--- config.mk ---
export PLATFORM = sky130hd
export DESIGN_NAME = palette_rle_chunk_decoder
export DESIGN_NICKNAME = d
export VERILOG_FILES = /design/src/rtl/core/prcd_pkg.sv /design/src/rtl/core/palette_rle_chunk_decoder.sv /design/src/rtl/core/prcd_front.sv /design/src/rtl/core/prcd_fifo.sv /design/src/rtl/core/prcd_back.sv
export SDC_FILE = /design/constraint.sdc
export NUM_CORES = 1
export LEC_CHECK = 0
export ABC_AREA = 1
export BUFFER_PORTS_ARGS = -buffer_cell sky130_fd_sc_hd__buf_2
export CAP_MARGIN = 20
export CORE_MARGIN = 4
export CORE_UTILIZATION = 43
export DETAILED_ROUTE_END_ITERATION = 12
export SETUP_SLACK_MARGIN = 0.02
export SYNTH_ARGS = -nofsm -noshare
export SYNTH_HDL_FRONTEND = slang
export SYNTH_SLANG_ARGS = --single-unit
--- constraint.sdc ---
create_clock -name i_clk -period 11.3 [get_ports i_clk]
set_input_delay 0.565 -clock i_clk [delete_from_list [all_inputs] [get_ports i_clk]]
set_output_delay 0.565 -clock i_clk [all_outputs]
set_load 0.005 [all_outputs]
--- src/rtl/core/prcd_pkg.sv ---
// ----------------------------------------------------------------------------
// prcd_pkg
// Shared constants and types for the palette run-length chunk decoder.
// ----------------------------------------------------------------------------
package prcd_pkg;

    localparam int ADDR_BITS  = 16;
    localparam int OFF_W      = 6;
    localparam int CB_W       = ADDR_BITS - OFF_W;
    localparam int CNT_W      = OFF_W + 1;
    localparam int SEG_W      = 10;
    localparam int OUT_ADDR_W = 16;
    localparam int RGB_W      = 24;
    localparam int COL_W      = 3;
    localparam int PAL_DEPTH  = 1 << COL_W;
    localparam int FIFO_DEPTH = 4;
    localparam int FIFO_AW    = $clog2(FIFO_DEPTH);
    localparam int FIFO_CW    = FIFO_AW + 1;

    localparam logic [SEG_W-1:0] SEG_RESET    = SEG_W'(56);
    localparam logic [CNT_W-1:0] CHUNK_SIZE   = CNT_W'(64);
    localparam logic [OFF_W-1:0] LAST_OFF     = '1;
    localparam logic [RGB_W-1:0] PAL_DEFAULT  = 24'hFFFFFF;

    localparam logic [1:0] PH_COUNT = 2'd0;
    localparam logic [1:0] PH_BLUE  = 2'd1;
    localparam logic [1:0] PH_GREEN = 2'd2;
    localparam logic [1:0] PH_RED   = 2'd3;

    typedef struct packed {
        logic [CB_W-1:0]  chunk;
        logic [OFF_W-1:0] tail_off;
        logic [CNT_W-1:0] tail_cnt;
        logic [OFF_W-1:0] head_off;
        logic [CNT_W-1:0] head_cnt;
        logic [RGB_W-1:0] rgb;
        logic             opaque;
        logic             ovr;
    } t_cmd;

endpackage

--- src/rtl/core/palette_rle_chunk_decoder.sv ---
// ----------------------------------------------------------------------------
// palette_rle_chunk_decoder
// Palette run-length sprite decoder: stream bytes in, pixel writes out.
//
//   channel | handshake                     | payload
//   --------+-------------------------------+-----------------------------------
//   in      | i_in_valid  / o_in_ready      | i_kind, i_data_byte
//   out     | o_out_valid / i_out_ready     | o_pixel_addr, o_red/green/blue,
//           |                               | o_opaque, o_last, o_overrun
//   cfg     | i_cfg_valid / o_cfg_ready     | i_segment_chunks
//
// Front takes one byte per cycle while the 4-entry command queue has room.
// Back emits one pixel per cycle unless stalled; a byte with a run of N pixels
// gives N writes, header and empty-run bytes none. Output register decouples
// stalls. Synchronous reset clears control; no clearing pass is needed.
// ----------------------------------------------------------------------------
module palette_rle_chunk_decoder (
    input  logic                             i_clk,
    input  logic                             i_rst_n,
    input  logic                             i_in_valid,
    output logic                             o_in_ready,
    input  logic                             i_kind,
    input  logic [7:0]                       i_data_byte,
    input  logic                             i_cfg_valid,
    output logic                             o_cfg_ready,
    input  logic [prcd_pkg::SEG_W-1:0]       i_segment_chunks,
    output logic                             o_out_valid,
    input  logic                             i_out_ready,
    output logic [prcd_pkg::OUT_ADDR_W-1:0]  o_pixel_addr,
    output logic [7:0]                       o_red,
    output logic [7:0]                       o_green,
    output logic [7:0]                       o_blue,
    output logic                             o_opaque,
    output logic                             o_last,
    output logic                             o_overrun
);
    import prcd_pkg::*;

    t_cmd push_cmd, pop_cmd;
    logic push, full, cmd_valid, pop;

    prcd_front u_front (
        .i_clk            (i_clk),
        .i_rst_n          (i_rst_n),
        .i_in_valid       (i_in_valid),
        .o_in_ready       (o_in_ready),
        .i_kind           (i_kind),
        .i_data_byte      (i_data_byte),
        .i_cfg_valid      (i_cfg_valid),
        .o_cfg_ready      (o_cfg_ready),
        .i_segment_chunks (i_segment_chunks),
        .o_push           (push),
        .o_cmd            (push_cmd),
        .i_full           (full)
    );

    prcd_fifo u_fifo (
        .i_clk   (i_clk),
        .i_rst_n (i_rst_n),
        .i_push  (push),
        .i_cmd   (push_cmd),
        .o_full  (full),
        .o_valid (cmd_valid),
        .i_pop   (pop),
        .o_cmd   (pop_cmd)
    );

    prcd_back u_back (
        .i_clk        (i_clk),
        .i_rst_n      (i_rst_n),
        .i_cmd_valid  (cmd_valid),
        .o_pop        (pop),
        .i_cmd        (pop_cmd),
        .o_out_valid  (o_out_valid),
        .i_out_ready  (i_out_ready),
        .o_pixel_addr (o_pixel_addr),
        .o_red        (o_red),
        .o_green      (o_green),
        .o_blue       (o_blue),
        .o_opaque     (o_opaque),
        .o_last       (o_last),
        .o_overrun    (o_overrun)
    );

    a_no_push_when_full: assert property (@(posedge i_clk) disable iff (!i_rst_n)
        push |-> !full)
        else $error("command pushed into full queue");

    a_transparent_black: assert property (@(posedge i_clk) disable iff (!i_rst_n)
        (o_out_valid && !o_opaque) |-> (o_red == 8'd0 && o_green == 8'd0 && o_blue == 8'd0))
        else $error("transparent pixel with nonzero color");

    a_pop_needs_cmd: assert property (@(posedge i_clk) disable iff (!i_rst_n)
        pop |-> cmd_valid)
        else $error("pop from empty queue");

    a_quiet_after_reset: assert property (@(posedge i_clk)
        !i_rst_n |=> !o_out_valid)
        else $error("output valid right after reset");

endmodule

--- src/rtl/core/prcd_front.sv ---
// ----------------------------------------------------------------------------
// prcd_front
// Accepts stream bytes, tracks header, palette and chunk state, and issues
// one run command per pixel-producing byte.
// ----------------------------------------------------------------------------
module prcd_front (
    input  logic                         i_clk,
    input  logic                         i_rst_n,
    input  logic                         i_in_valid,
    output logic                         o_in_ready,
    input  logic                         i_kind,
    input  logic [7:0]                   i_data_byte,
    input  logic                         i_cfg_valid,
    output logic                         o_cfg_ready,
    input  logic [prcd_pkg::SEG_W-1:0]   i_segment_chunks,
    output logic                         o_push,
    output prcd_pkg::t_cmd               o_cmd,
    input  logic                         i_full
);
    import prcd_pkg::*;

    logic [SEG_W-1:0] r_seg_chunks;
    logic [RGB_W-1:0] r_pal [PAL_DEPTH];
    logic [RGB_W-1:0] n_pal [PAL_DEPTH];
    logic [1:0]       r_phase, n_phase;
    logic [7:0]       r_colours, n_colours;
    logic [7:0]       r_widx, n_widx;
    logic             r_tail_pend, n_tail_pend;
    logic [3:0]       r_pend_head, n_pend_head;
    logic [COL_W-1:0] r_colour, n_colour;
    logic [CB_W-1:0]  r_chunk, n_chunk;
    logic [OFF_W-1:0] r_hoff, n_hoff;
    logic [OFF_W-1:0] r_toff, n_toff;
    logic [CNT_W-1:0] r_space, n_space;
    logic [SEG_W-1:0] r_seg_left, n_seg_left;

    logic accept;

    assign o_in_ready  = !i_full;
    assign o_cfg_ready = 1'b1;
    assign accept      = i_in_valid && o_in_ready;

    always_comb begin
        logic [5:0]       v_head_raw;
        logic [5:0]       v_tail_raw;
        logic [CNT_W-1:0] v_tail;
        logic [CNT_W-1:0] v_head;
        logic [CNT_W-1:0] v_space2;
        logic [COL_W-1:0] v_col;
        logic             v_run;
        logic             v_ovr;
        logic             v_ok;

        n_pal       = r_pal;
        n_phase     = r_phase;
        n_colours   = r_colours;
        n_widx      = r_widx;
        n_tail_pend = r_tail_pend;
        n_pend_head = r_pend_head;
        n_colour    = r_colour;
        n_chunk     = r_chunk;
        n_hoff      = r_hoff;
        n_toff      = r_toff;
        n_space     = r_space;
        n_seg_left  = r_seg_left;
        o_push      = 1'b0;
        o_cmd       = '0;
        v_head_raw  = '0;
        v_tail_raw  = '0;
        v_tail      = '0;
        v_head      = '0;
        v_space2    = '0;
        v_col       = r_colour;
        v_run       = 1'b0;
        v_ovr       = 1'b0;
        v_ok        = (r_widx >= 8'd1) && (r_widx < 8'(PAL_DEPTH));

        if (accept) begin
            if (i_kind) begin
                for (int k = 0; k < PAL_DEPTH; k++) begin
                    n_pal[k] = (k == 0) ? '0 : PAL_DEFAULT;
                end
                n_phase     = PH_COUNT;
                n_colours   = 8'hFF;
                n_widx      = 8'd1;
                n_tail_pend = 1'b0;
                n_pend_head = '0;
                n_colour    = COL_W'(1);
                n_chunk     = '0;
                n_hoff      = '0;
                n_toff      = LAST_OFF;
                n_space     = CHUNK_SIZE;
                n_seg_left  = r_seg_chunks;
            end else begin
                if (r_space == '0) begin
                    n_chunk    = r_chunk + CB_W'(1);
                    n_hoff     = '0;
                    n_toff     = LAST_OFF;
                    n_space    = CHUNK_SIZE;
                    n_seg_left = r_seg_left - SEG_W'(1);
                    if (n_seg_left == '0) begin
                        n_seg_left = r_seg_chunks;
                        n_phase    = PH_COUNT;
                        n_colours  = 8'hFF;
                        n_widx     = 8'd1;
                    end
                end
                v_ok = (n_widx >= 8'd1) && (n_widx < 8'(PAL_DEPTH));

                if (n_colours != 8'd0) begin
                    case (n_phase)
                        PH_COUNT: begin
                            n_colours = i_data_byte;
                            n_phase   = PH_BLUE;
                        end
                        PH_BLUE: begin
                            if (v_ok) n_pal[n_widx[COL_W-1:0]][7:0] = i_data_byte;
                            n_phase = PH_GREEN;
                        end
                        PH_GREEN: begin
                            if (v_ok) n_pal[n_widx[COL_W-1:0]][15:8] = i_data_byte;
                            n_phase = PH_RED;
                        end
                        default: begin
                            if (v_ok) n_pal[n_widx[COL_W-1:0]][23:16] = i_data_byte;
                            n_phase   = PH_BLUE;
                            n_widx    = n_widx + 8'd1;
                            n_colours = n_colours - 8'd1;
                        end
                    endcase
                end else begin
                    if (r_tail_pend) begin
                        v_head_raw  = {r_pend_head, i_data_byte[7:6]};
                        v_tail_raw  = i_data_byte[5:0];
                        n_tail_pend = 1'b0;
                        v_run       = 1'b1;
                    end else begin
                        v_col      = i_data_byte[7:5];
                        n_colour   = v_col;
                        v_head_raw = {2'b00, i_data_byte[3:0]};
                        if (i_data_byte[4]) begin
                            n_pend_head = i_data_byte[3:0];
                            n_tail_pend = 1'b1;
                        end else begin
                            v_run = 1'b1;
                        end
                    end

                    if (v_run) begin
                        v_tail = {1'b0, v_tail_raw};
                        if (v_tail > n_space) begin
                            v_tail = n_space;
                            v_ovr  = 1'b1;
                        end
                        v_space2 = n_space - v_tail;
                        v_head   = {1'b0, v_head_raw};
                        if (v_head > v_space2) begin
                            v_head = v_space2;
                            v_ovr  = 1'b1;
                        end
                        o_cmd.chunk    = n_chunk;
                        o_cmd.tail_off = n_toff;
                        o_cmd.tail_cnt = v_tail;
                        o_cmd.head_off = n_hoff;
                        o_cmd.head_cnt = v_head;
                        o_cmd.rgb      = r_pal[v_col];
                        o_cmd.opaque   = (v_col != '0);
                        o_cmd.ovr      = v_ovr;
                        o_push         = (v_tail != '0) || (v_head != '0);
                        n_toff         = n_toff - v_tail[OFF_W-1:0];
                        n_hoff         = n_hoff + v_head[OFF_W-1:0];
                        n_space        = v_space2 - v_head;
                    end
                end
            end
        end
    end

    always_ff @(posedge i_clk) begin
        if (!i_rst_n) begin
            r_seg_chunks <= SEG_RESET;
            for (int k = 0; k < PAL_DEPTH; k++) begin
                r_pal[k] <= (k == 0) ? '0 : PAL_DEFAULT;
            end
            r_phase     <= PH_COUNT;
            r_colours   <= 8'hFF;
            r_widx      <= 8'd1;
            r_tail_pend <= 1'b0;
            r_pend_head <= '0;
            r_colour    <= COL_W'(1);
            r_chunk     <= '0;
            r_hoff      <= '0;
            r_toff      <= LAST_OFF;
            r_space     <= CHUNK_SIZE;
            r_seg_left  <= SEG_RESET;
        end else begin
            if (i_cfg_valid) begin
                r_seg_chunks <= i_segment_chunks;
            end
            r_pal       <= n_pal;
            r_phase     <= n_phase;
            r_colours   <= n_colours;
            r_widx      <= n_widx;
            r_tail_pend <= n_tail_pend;
            r_pend_head <= n_pend_head;
            r_colour    <= n_colour;
            r_chunk     <= n_chunk;
            r_hoff      <= n_hoff;
            r_toff      <= n_toff;
            r_space     <= n_space;
            r_seg_left  <= n_seg_left;
        end
    end

endmodule

--- src/rtl/core/prcd_fifo.sv ---
// ----------------------------------------------------------------------------
// prcd_fifo
// Short register queue of run commands between front and back.
// ----------------------------------------------------------------------------
module prcd_fifo (
    input  logic           i_clk,
    input  logic           i_rst_n,
    input  logic           i_push,
    input  prcd_pkg::t_cmd i_cmd,
    output logic           o_full,
    output logic           o_valid,
    input  logic           i_pop,
    output prcd_pkg::t_cmd o_cmd
);
    import prcd_pkg::*;

    t_cmd               r_mem [FIFO_DEPTH];
    logic [FIFO_AW-1:0] r_wptr, r_rptr;
    logic [FIFO_CW-1:0] r_count;
    logic               do_push, do_pop;

    assign o_full  = (r_count == FIFO_CW'(FIFO_DEPTH));
    assign o_valid = (r_count != '0);
    assign o_cmd   = r_mem[r_rptr];
    assign do_push = i_push && !o_full;
    assign do_pop  = i_pop && o_valid;

    always_ff @(posedge i_clk) begin
        if (!i_rst_n) begin
            r_wptr  <= '0;
            r_rptr  <= '0;
            r_count <= '0;
        end else begin
            if (do_push) r_wptr <= r_wptr + FIFO_AW'(1);
            if (do_pop)  r_rptr <= r_rptr + FIFO_AW'(1);
            case ({do_push, do_pop})
                2'b10:   r_count <= r_count + FIFO_CW'(1);
                2'b01:   r_count <= r_count - FIFO_CW'(1);
                default: r_count <= r_count;
            endcase
        end
    end

    always_ff @(posedge i_clk) begin
        if (do_push) r_mem[r_wptr] <= i_cmd;
    end

endmodule

--- src/rtl/core/prcd_back.sv ---
// ----------------------------------------------------------------------------
// prcd_back
// Expands one run command into output-register pixel writes, one per cycle
// if not stalled: tail pixels backward from the chunk end, then head forward.
// ----------------------------------------------------------------------------
module prcd_back (
    input  logic                             i_clk,
    input  logic                             i_rst_n,
    input  logic                             i_cmd_valid,
    output logic                             o_pop,
    input  prcd_pkg::t_cmd                   i_cmd,
    output logic                             o_out_valid,
    input  logic                             i_out_ready,
    output logic [prcd_pkg::OUT_ADDR_W-1:0]  o_pixel_addr,
    output logic [7:0]                       o_red,
    output logic [7:0]                       o_green,
    output logic [7:0]                       o_blue,
    output logic                             o_opaque,
    output logic                             o_last,
    output logic                             o_overrun
);
    import prcd_pkg::*;

    localparam int EXT_W = ADDR_BITS + OUT_ADDR_W;

    t_cmd                  r_cmd;
    logic [OFF_W-1:0]      r_toff, r_hoff;
    logic [CNT_W-1:0]      r_tail_left, r_head_left;
    logic                  r_out_valid;
    logic [OUT_ADDR_W-1:0] r_addr;
    logic [RGB_W-1:0]      r_rgb;
    logic                  r_opaque, r_last, r_ovr;

    logic                  busy, emit, v_last, in_tail;
    logic [CNT_W:0]        left_sum;
    logic [OFF_W-1:0]      off;
    logic [ADDR_BITS-1:0]  addr;
    logic [EXT_W-1:0]      addr_ext;

    assign busy     = (r_tail_left != '0) || (r_head_left != '0);
    assign emit     = busy && (!r_out_valid || i_out_ready);
    assign left_sum = {1'b0, r_tail_left} + {1'b0, r_head_left};
    assign v_last   = (left_sum == (CNT_W+1)'(1));
    assign o_pop    = i_cmd_valid && (!busy || (emit && v_last));
    assign in_tail  = (r_tail_left != '0);
    assign off      = in_tail ? r_toff : r_hoff;
    assign addr     = {r_cmd.chunk, off};
    assign addr_ext = {{OUT_ADDR_W{1'b0}}, addr};

    always_ff @(posedge i_clk) begin
        if (!i_rst_n) begin
            r_tail_left <= '0;
            r_head_left <= '0;
            r_out_valid <= 1'b0;
        end else begin
            if (o_pop) begin
                r_tail_left <= i_cmd.tail_cnt;
                r_head_left <= i_cmd.head_cnt;
            end else if (emit) begin
                if (in_tail) r_tail_left <= r_tail_left - CNT_W'(1);
                else         r_head_left <= r_head_left - CNT_W'(1);
            end
            if (emit)             r_out_valid <= 1'b1;
            else if (i_out_ready) r_out_valid <= 1'b0;
        end
    end

    always_ff @(posedge i_clk) begin
        if (o_pop) begin
            r_cmd  <= i_cmd;
            r_toff <= i_cmd.tail_off;
            r_hoff <= i_cmd.head_off;
        end else if (emit) begin
            if (in_tail) r_toff <= r_toff - OFF_W'(1);
            else         r_hoff <= r_hoff + OFF_W'(1);
        end
        if (emit) begin
            r_addr   <= addr_ext[OUT_ADDR_W-1:0];
            r_rgb    <= r_cmd.rgb;
            r_opaque <= r_cmd.opaque;
            r_last   <= v_last;
            r_ovr    <= r_cmd.ovr;
        end
    end

    assign o_out_valid  = r_out_valid;
    assign o_pixel_addr = r_addr;
    assign o_red        = r_rgb[23:16];
    assign o_green      = r_rgb[15:8];
    assign o_blue       = r_rgb[7:0];
    assign o_opaque     = r_opaque;
    assign o_last       = r_last;
    assign o_overrun    = r_ovr;

endmodule
==> results_tabular.tex, run 1 <==
\begin{tabular}{lr}
\hline
Metric & Value \\
\hline
\multicolumn{2}{l}{\textbf{Detailed routing}} \\
\quad Metal1 wirelength & 41100 um \\
\quad Overall routed net length & 88100 um \\
\quad Detailed-routing iteration count for the pre-antenna-repair pass & 7 \\
\quad Initial drt markers & 2516 \\
\quad Count of antenna-violating nets left after detailed routing & 0 \\
\quad Highest metal layer with signal wires & met4 \\
\quad Met3 layer wire length in the routed design & 5630 um \\
\quad Via count & 26698 \\
\quad Wire length per cell after detailed routing & 18.5 um \\
\quad Met2 layer wire length in the routed design & 39200 um \\
\quad Number of vias per cell after detailed routing & 5.62 \\
\quad \# DRC & 0 \\
\multicolumn{2}{l}{\textbf{Placement}} \\
\quad Placed cell area & 32400 sq um \\
\quad Minimum setup slack after placement & 4180 ps \\
\quad Estimated wirelength of the detail-placed design & 52800 um \\
\quad Final weighted congestion in routability-driven placement & 0.858 \\
\quad IO buf count & 68 \\
\multicolumn{2}{l}{\textbf{Floorplan}} \\
\quad Number of top-level design ports & 70 \\
\quad Area of the core & 73000 sq um \\
\quad Horizontal die dimension & 279 um \\
\quad Starting Density & 43.3\% \\
\quad Die Span Y & 279 um \\
\quad Number of core rows & 99 \\
\quad Area of the die & 77900 sq um \\
\multicolumn{2}{l}{\textbf{Clocking}} \\
\quad H-tree Lvls & 3 \\
\quad Library cell used as clock root buffer & sky130\_fd\_sc\_hd\_\_clkbuf\_16 \\
\quad \# hold bufs at CTS & 0 \\
\quad Number of sinks handled by clock tree synthesis & 630 \\
\quad Clock network latency to the later pin of the worst-skew pair & 630 ps \\
\quad Number of buffers added for setup after CTS & 0 \\
\quad Post-CTS clock slew at the launch and capture registers of the worst setup and hold paths & 60 ps \\
\quad Worst-case clock buffer depth & 3 \\
\quad Clock tree from TritonCTS & built \\
\quad Number of buffers created by CTS & 72 \\
\quad Post-cts sizing count & 0 \\
\multicolumn{2}{l}{\textbf{Timing}} \\
\quad Period utilisation layout & 63.1\% \\
\quad Time the worst path needs with I/O delays and setup & 7130 ps \\
\quad Worst clock skew & 21.2 ps \\
\quad Total negative setup slack & 0 ps \\
\quad Final-report setup violation count & 0 \\
\quad Total count of hold-check failures in the final report & 0 \\
\quad Crit path setup slack, layout & 4170 ps \\
\quad Count of pins over their slew limit & 0 \\
\quad Smallest hold slack & 158 ps \\
\quad Actual slew at the worst max-slew pin & 1140 ps \\
\quad Setup repair after global routing missed its margin & false \\
\quad Highest achievable clock rate & 140 MHz \\
\quad Max transition margin & 23.9\% \\
\multicolumn{2}{l}{\textbf{Setup path}} \\
\quad Largest fanout of any net on the critical path & 49 \\
\quad Data arrival at the endpoint of the critical path & 7370 ps \\
\quad Worst-case register-to-register setup slack & 4170 ps \\
\quad Setup Crit Path Kind & reg -> reg \\
\quad Type of element capturing the critical path & flip-flop \\
\quad WP data required & 11550 ps \\
\quad Nature of the critical path startpoint & flip-flop \\
\multicolumn{2}{l}{\textbf{Yosys}} \\
\quad Dominant synthesized flop cell & sky130\_fd\_sc\_hd\_\_edfxtp\_1 \\
\quad Simple-Gate Fraction of Synth Area & 18.2\% \\
\quad Area share of fa/ha/maj cells after synthesis & 2.80\% \\
\quad Synthesized cell area & 31600 sq um \\
\quad Sequential-to-total area share from yosys stat & 50.6\% \\
\quad Proportion of synthesized area in mux cells & 0\% \\
\quad Register bit total from synthesis & 630 \\
\quad Compound-Gate Fraction of Synth Area & 20.2\% \\
\quad Cells after Synth & 3810 \\
\quad Cell with the most instances after synthesis & sky130\_fd\_sc\_hd\_\_nand2\_1 \\
\quad Most area-hungry cell type in the Yosys netlist & sky130\_fd\_sc\_hd\_\_edfxtp\_1 \\
\quad Distinct cells, synth & 55 \\
\quad Synth top area share & 32.2\% \\
\quad EDFF count, synth & 339 \\
\quad Post-synthesis area per instance & 8.29 sq um \\
\quad Dominant combinational cell family by area after synthesis & compound AO/OA/AOI/OAI gates \\
\quad Number of synthesis warnings & 0 \\
\quad Post-Synth XOR/XNOR Area & 1.02\% \\
\quad Asr flop ratio synth & 0\% \\
\quad Commonest cells in the synthesized netlist & sky130\_fd\_sc\_hd\_\_nand2\_1, sky130\_fd\_sc\_hd\_\_o21ai\_0, sky130\_fd\_sc\_hd\_\_nor2\_1 \\
\quad Biggest area contributors in the synthesized netlist & sky130\_fd\_sc\_hd\_\_edfxtp\_1, sky130\_fd\_sc\_hd\_\_dfxtp\_1, sky130\_fd\_sc\_hd\_\_o21ai\_0 \\
\multicolumn{2}{l}{\textbf{Layout}} \\
\quad Total number of nets in the final design & 3819 \\
\quad Cell area after layout & 34900 sq um \\
\quad Core occupancy in the finished layout & 47.9\% \\
\quad Syn-to-layout area delta & 10.5\% \\
\quad Share of cells above drive strength 1 & 7.87\% \\
\quad Fillers & 6934 \\
\multicolumn{2}{l}{\textbf{Global route}} \\
\quad Largest net degree at the start of global routing & 112 \\
\quad Total congestion overflow & 0 \\
\quad First-pass GRT wire length & 140000 um \\
\quad Global-route usage over all layers & 22.0\% \\
\quad Number of antenna violations at the first check in global routing & 3 \\
\quad Number of global-route vias before repair & 24721 \\
\multicolumn{2}{l}{\textbf{Outcome}} \\
\quad Status & finished, final reports clean \\
\multicolumn{2}{l}{\textbf{Flow run}} \\
\quad Number of max-cap violations & 0 \\
\multicolumn{2}{l}{\textbf{Power}} \\
\quad Total power per unit cell area & 171 nW/um\^{}2 \\
\quad Max rail drop VDD & 0.000125 V \\
\quad Leakage power & 0.0136 uW \\
\multicolumn{2}{l}{\textbf{Min path}} \\
\quad Hold Crit Class & in -> reg \\
\hline
\end{tabular}
-- layout make-up --
type | count | area [sq um] | area share (%)
diodes | 2 | 5.00 | 0.0143
inverters | 302 | 1130 | 3.25
well taps | 959 | 1200 | 3.43
repair buffers | 108 | 644 | 1.84
clock buffers | 98 | 2050 | 5.87
multi-input cells | 2614 | 13500 | 38.5
clock inverters | 34 | 422 | 1.21
flip-flops and latches | 630 | 16000 | 45.8
-- per-layer routing --
layer	GRT usage [%]	vias up
li1	-	13079
met1	32.1	12610
met2	34.5	859
met3	3.09	150
met4	5.98	0
met5	0	-
-- per-stage QoR --
step / std cells / total power [uW]
3_3_place_gp: 4609 / 3610
6_report: 4747 / 5980
4_1_cts: 4741 / 6030
2_1_floorplan: 3817 / 3350
3_5_place_dp: 4609 / 3620
5_1_grt: 4745 / 6260
-- cell usage in the layout, fill, tap and decap left out, types with 15 or more instances in the layout --
cell,count
sky130_fd_sc_hd__nand2_1,663
sky130_fd_sc_hd__o21ai_0,539
sky130_fd_sc_hd__nor2_1,371
sky130_fd_sc_hd__edfxtp_1,339
sky130_fd_sc_hd__dfxtp_1,289
sky130_fd_sc_hd__inv_1,281
sky130_fd_sc_hd__nand3_1,267
sky130_fd_sc_hd__a21oi_1,178
sky130_fd_sc_hd__a211oi_1,100
sky130_fd_sc_hd__o21ai_1,78
sky130_fd_sc_hd__clkbuf_16,73
sky130_fd_sc_hd__o22ai_1,71
sky130_fd_sc_hd__buf_2,68
sky130_fd_sc_hd__ha_1,61
sky130_fd_sc_hd__a31oi_1,60
sky130_fd_sc_hd__buf_4,38
sky130_fd_sc_hd__o211ai_1,27
sky130_fd_sc_hd__xor2_1,24
sky130_fd_sc_hd__o221ai_1,21
sky130_fd_sc_hd__inv_2,17
sky130_fd_sc_hd__a311oi_1,16
sky130_fd_sc_hd__nand4_1,15
-- kinds of logic (layout without fill, tap and decap cells) --
| logic type | Yosys count | after routing |
|---|---|---|
| flops | 630 | 630 |
| compound gates | 1126 | 1126 |
| buf+inv | 573 | 542 |
| fa+ha+maj | 67 | 67 |
| simple gates | 1376 | 1376 |
| other cells | 2 | 11 |
| xor+xnor | 36 | 36 |
-- registers in the layout (all words and copies together) (netlist names), 3 cells and up, named ones only --
name                  count
u_back.r_hoff             6
u_front.r_seg_chunks     10
u_back.r_rgb             24
u_front.r_seg_left       10
u_back.addr              10
u_back.r_toff             6
u_front.r_colour          3
u_front.r_pal           192
u_front.r_toff            6
u_back.r_tail_left        7
u_fifo.r_mem            248
u_front.r_pend_head       4
u_front.r_space           7
u_back.r_head_left        7
u_front.r_chunk          10
u_front.r_colours         8
u_back.o_pixel_addr      16
u_front.r_hoff            6
u_front.r_widx            8
u_fifo.r_count            3
u_back.r_cmd             26
-- where the power goes --
part           switching [uW]  total, uW  internal (uW)  leakage [uW]
Combinational             589        888            299       0.00737
Sequential               95.8       2690           2600       0.00505
Clock                     979       2400           1420       0.00120
Total                    1660       5980           4320        0.0136
-- critical path, cell delays in order (launching register included) --
cell,delay [ps]
sky130_fd_sc_hd__dfxtp_1,900
sky130_fd_sc_hd__nand2_1,170
sky130_fd_sc_hd__inv_1,100
sky130_fd_sc_hd__ha_1,150
sky130_fd_sc_hd__nand2_1,70
sky130_fd_sc_hd__o21ai_0,140
sky130_fd_sc_hd__a21oi_1,90
sky130_fd_sc_hd__o21ai_0,240
sky130_fd_sc_hd__nand2_1,300
sky130_fd_sc_hd__o21ai_0,580
sky130_fd_sc_hd__ha_1,420
sky130_fd_sc_hd__xnor2_1,300
sky130_fd_sc_hd__inv_1,100
sky130_fd_sc_hd__ha_1,330
sky130_fd_sc_hd__nand2_1,60
sky130_fd_sc_hd__o21ai_0,160
sky130_fd_sc_hd__nand4_1,100
sky130_fd_sc_hd__a21oi_1,140
sky130_fd_sc_hd__nand2_1,230
sky130_fd_sc_hd__o21ai_0,500
sky130_fd_sc_hd__nor2_1,100
sky130_fd_sc_hd__nand2_1,90
sky130_fd_sc_hd__nor2_1,50
sky130_fd_sc_hd__nand2_1,60
sky130_fd_sc_hd__nand2_2,180
sky130_fd_sc_hd__nor2_4,470
sky130_fd_sc_hd__buf_4,700
-- path summary, 6_finish.rpt --
path,from,end,cells after the start
worst min-delay path,i_segment_chunks[4],u_front.r_seg_chunks[4],3
worst min register to register,u_back.addr[7],u_back.o_pixel_addr[7],0
worst max-delay path,u_front.r_tail_pend,u_fifo.r_mem[0][20],26
worst max register to register,u_front.r_tail_pend,u_fifo.r_mem[0][20],26
No activity file was read; power rests on OpenSTA's default activity.
==> run 2, diff against run 1 <==
==> constraint.sdc (replaced) <==
create_clock -name i_clk -period 6.9 [get_ports i_clk]
set_input_delay 0.345 -clock i_clk [delete_from_list [all_inputs] [get_ports i_clk]]
set_output_delay 0.345 -clock i_clk [all_outputs]
set_load 0.005 [all_outputs]
==> run 2 against run 1 <==
Effect of this change: die area is the same; count of clock-buffer cells in the layout shrank 8; cell count grew 0.57%; sequential share of layout area shrank 0.39 points; first-iteration DRC count grew 3.5%; clock skew grew 8.8 ps; routed wire length grew 1.9%; critical path type unchanged; highest routed layer unchanged.
==> results_tabular.tex, run 2 (synthesis results as in run 1) <==
\begin{tabular}{lr}
\hline
Metric & Value \\
\hline
\multicolumn{2}{l}{\textbf{Setup path}} \\
\quad Data arrival at the endpoint of the critical path & 6750 ps (-620 ps) \\
\quad WP data required & 7370 ps (-4180 ps) \\
\quad Biggest cell delay along the critical path & 470 ps (-430 ps) \\
\quad Type of element capturing the critical path & flip-flop \\
\quad Largest fanout of any net on the critical path & 9 (-82\%) \\
\quad Most common cell type on the critical path & sky130\_fd\_sc\_hd\_\_nand2\_1 \\
\quad Setup Crit Path Kind & reg -> reg \\
\quad Nature of the critical path startpoint & flip-flop \\
\quad Library cell contributing the largest single delay on the critical path & sky130\_fd\_sc\_hd\_\_fa\_1 \\
\multicolumn{2}{l}{\textbf{Outcome}} \\
\quad Status & finished, final reports clean \\
\multicolumn{2}{l}{\textbf{Power}} \\
\quad Leakage power & 0.0138 uW (+1.1\%) \\
\quad Max rail drop VDD & 0.000220 V (+76\%) \\
\quad Total power per unit cell area & 278 nW/um\^{}2 (+62\%) \\
\multicolumn{2}{l}{\textbf{Clocking}} \\
\quad Post-CTS clock slew at the launch and capture registers of the worst setup and hold paths & 60 ps (about the same) \\
\quad Worst-case clock buffer depth & 3 (unchanged) \\
\quad Number of buffers created by CTS & 73 (+1.4\%) \\
\quad Clock tree from TritonCTS & built \\
\quad Number of sinks handled by clock tree synthesis & 630 (unchanged) \\
\quad Library cell used as clock root buffer & sky130\_fd\_sc\_hd\_\_clkbuf\_16 \\
\quad H-tree Lvls & 3 (unchanged) \\
\quad Number of buffers added for setup after CTS & 0 (unchanged) \\
\quad Clock network latency to the later pin of the worst-skew pair & 640 ps (about the same) \\
\multicolumn{2}{l}{\textbf{Timing}} \\
\quad Max transition margin & 27.6\% (+3.7 points) \\
\quad Count of pins over their slew limit & 0 (unchanged) \\
\quad Worst clock skew & 30.0 ps (+8.75 ps) \\
\quad Crit path setup slack, layout & 619 ps (-3560 ps) \\
\quad Time the worst path needs with I/O delays and setup & 6280 ps (-844 ps) \\
\quad Period utilisation layout & 91.0\% (+28 points) \\
\quad Smallest hold slack & 67.9 ps (-90.2 ps) \\
\quad Actual slew at the worst max-slew pin & 1080 ps (-57.7 ps) \\
\quad Total count of hold-check failures in the final report & 0 (unchanged) \\
\quad Total negative setup slack & 0 ps (unchanged) \\
\quad Final-report setup violation count & 0 (unchanged) \\
\quad Highest achievable clock rate & 159 MHz (+13\%) \\
\quad Setup repair after global routing missed its margin & false \\
\multicolumn{2}{l}{\textbf{Layout}} \\
\quad Total number of nets in the final design & 3852 (+0.86\%) \\
\quad Fillers & 6936 (+0.029\%) \\
\quad Share of cells above drive strength 1 & 8.34\% (+0.46 points) \\
\quad Biggest regs & u\_fifo.r\_mem: 248 flops, u\_front.r\_pal: 192 flops, u\_back.r\_cmd: 26 flops \\
\quad Flip-flop count of the largest register after layout & 248 (unchanged) \\
\quad Most common cell after layout, fill and taps aside & sky130\_fd\_sc\_hd\_\_nand2\_1 \\
\quad Top register by number of flip-flops & u\_fifo.r\_mem \\
\quad Core occupancy in the finished layout & 48.3\% (+0.41 points) \\
\quad Antenna diodes & 0 (-2) \\
\quad Syn-to-layout area delta & 11.5\% \\
\quad Commonest non-fill, non-tap cells in the layout & sky130\_fd\_sc\_hd\_\_nand2\_1, sky130\_fd\_sc\_hd\_\_o21ai\_0, sky130\_fd\_sc\_hd\_\_nor2\_1 \\
\multicolumn{2}{l}{\textbf{Detailed routing}} \\
\quad Initial drt markers & 2605 (+3.5\%) \\
\quad Metal1 wirelength & 41800 um (+1.8\%) \\
\quad Via count & 26878 (+0.67\%) \\
\quad Met3 layer wire length in the routed design & 5620 um (about the same) \\
\quad Highest metal layer with signal wires & met4 \\
\quad Detailed-routing iteration count for the pre-antenna-repair pass & 6 (-1) \\
\quad Met2 layer wire length in the routed design & 40200 um (+2.6\%) \\
\quad Overall routed net length & 89800 um (+1.9\%) \\
\quad Count of antenna-violating nets left after detailed routing & 0 (unchanged) \\
\quad \# DRC & 0 (unchanged) \\
\quad Wire length per cell after detailed routing & 18.8 um (+1.4\%) \\
\quad Number of vias per cell after detailed routing & 5.63 (+0.10\%) \\
\multicolumn{2}{l}{\textbf{Placement}} \\
\quad IO buf count & 68 (unchanged) \\
\quad Final weighted congestion in routability-driven placement & 0.846 (-1.4\%) \\
\quad Minimum setup slack after placement & 552 ps (-3630 ps) \\
\quad Estimated wirelength of the detail-placed design & 55200 um (+4.6\%) \\
\multicolumn{2}{l}{\textbf{Floorplan}} \\
\quad Area of the core & 73000 sq um (unchanged) \\
\quad Die Span Y & 279 um (unchanged) \\
\quad Horizontal die dimension & 279 um (unchanged) \\
\quad Number of core rows & 99 (unchanged) \\
\quad Number of top-level design ports & 70 (unchanged) \\
\quad Area of the die & 77900 sq um (unchanged) \\
\quad Starting Density & 43.3\% (unchanged) \\
\multicolumn{2}{l}{\textbf{Global route}} \\
\quad Global-route usage over all layers & 22.5\% (+0.47 points) \\
\quad Number of antenna violations at the first check in global routing & 1 (-2) \\
\quad Total congestion overflow & 0 (unchanged) \\
\quad First-pass GRT wire length & 142000 um (+1.5\%) \\
\quad Number of global-route vias before repair & 24622 (-0.40\%) \\
\quad Largest net degree at the start of global routing & 129 (+15\%) \\
\multicolumn{2}{l}{\textbf{Min path}} \\
\quad Hold Crit Class & in -> reg \\
\multicolumn{2}{l}{\textbf{Flow run}} \\
\quad Number of max-cap violations & 0 (unchanged) \\
\hline
\end{tabular}
[run 2: changes by cell type in the layout (fill, tap and decap cells not counted), sizes merged]
cell	delta
buf	+23
dlygate4sd3	+10
inv	+1
diode	-2
clkinvlp	-2
clkbuf	-9
clkinv	+6
[run 2: layout make-up]
cell class | count | area (sq um) | share of cell area, %
clock inverter | 39 | 435 | 1.24
timing repair buffer | 140 | 1000 | 2.85
inverter | 302 | 1130 | 3.22
clock buffer | 90 | 1980 | 5.63
tap | 959 | 1200 | 3.41
multi-input combinational | 2614 | 13500 | 38.2
sequential | 630 | 16000 | 45.4
[run 2: timing repair]
action	4_1_cts	5_1_grt
setup endpoints to repair	0	1
hold endpoints to repair	10	0
gates resized for setup	0	1
hold buffers	10	0
[run 2: stage by stage]
stage,total power (uW),cells,area [sq um]
2_1_floorplan,5490,3817,31600
3_3_place_gp,5920,4634,32700
3_5_place_dp,5940,4635,32700
4_1_cts,9870,4774,35200
5_1_grt,10200,4774,35200
6_report,9780,4774,35200
[run 2: report_power, final]
part	switching (uW)	total [uW]	internal [uW]
logic	959	1460	499
clock network	1620	3910	2290
registers	162	4410	4250
[run 2: final timing paths]
kind | start | end | depth (start not counted) | slack, ps
hold reg to reg | u_back.r_cmd[5] | u_back.r_rgb[3] | 0 | 400
setup / recovery | u_front.r_space[1] | u_front.r_space[6] | 35 | 620
setup reg to reg | u_front.r_space[1] | u_front.r_space[6] | 35 | 620
hold / removal | i_cfg_valid | u_front.r_seg_chunks[4] | 3 | 70
[run 2: per-layer routing]
metal	global-route usage (%)	vias to the layer above
met3	2.97	131
met4	6.47	0
met5	0	-
li1	-	13141
met1	33.0	12769
met2	35.0	837
[run 2: critical path, delay by kind of cell (launching register included)]
kind	cells	cell delay (ps)
adders and majority gates	6	2080
buffers and inverters	4	460
DFF	1	380
AOI/OAI and AO/OA	12	1830
xor gates and xnor gates	2	380
and+or+nand+nor	11	1020
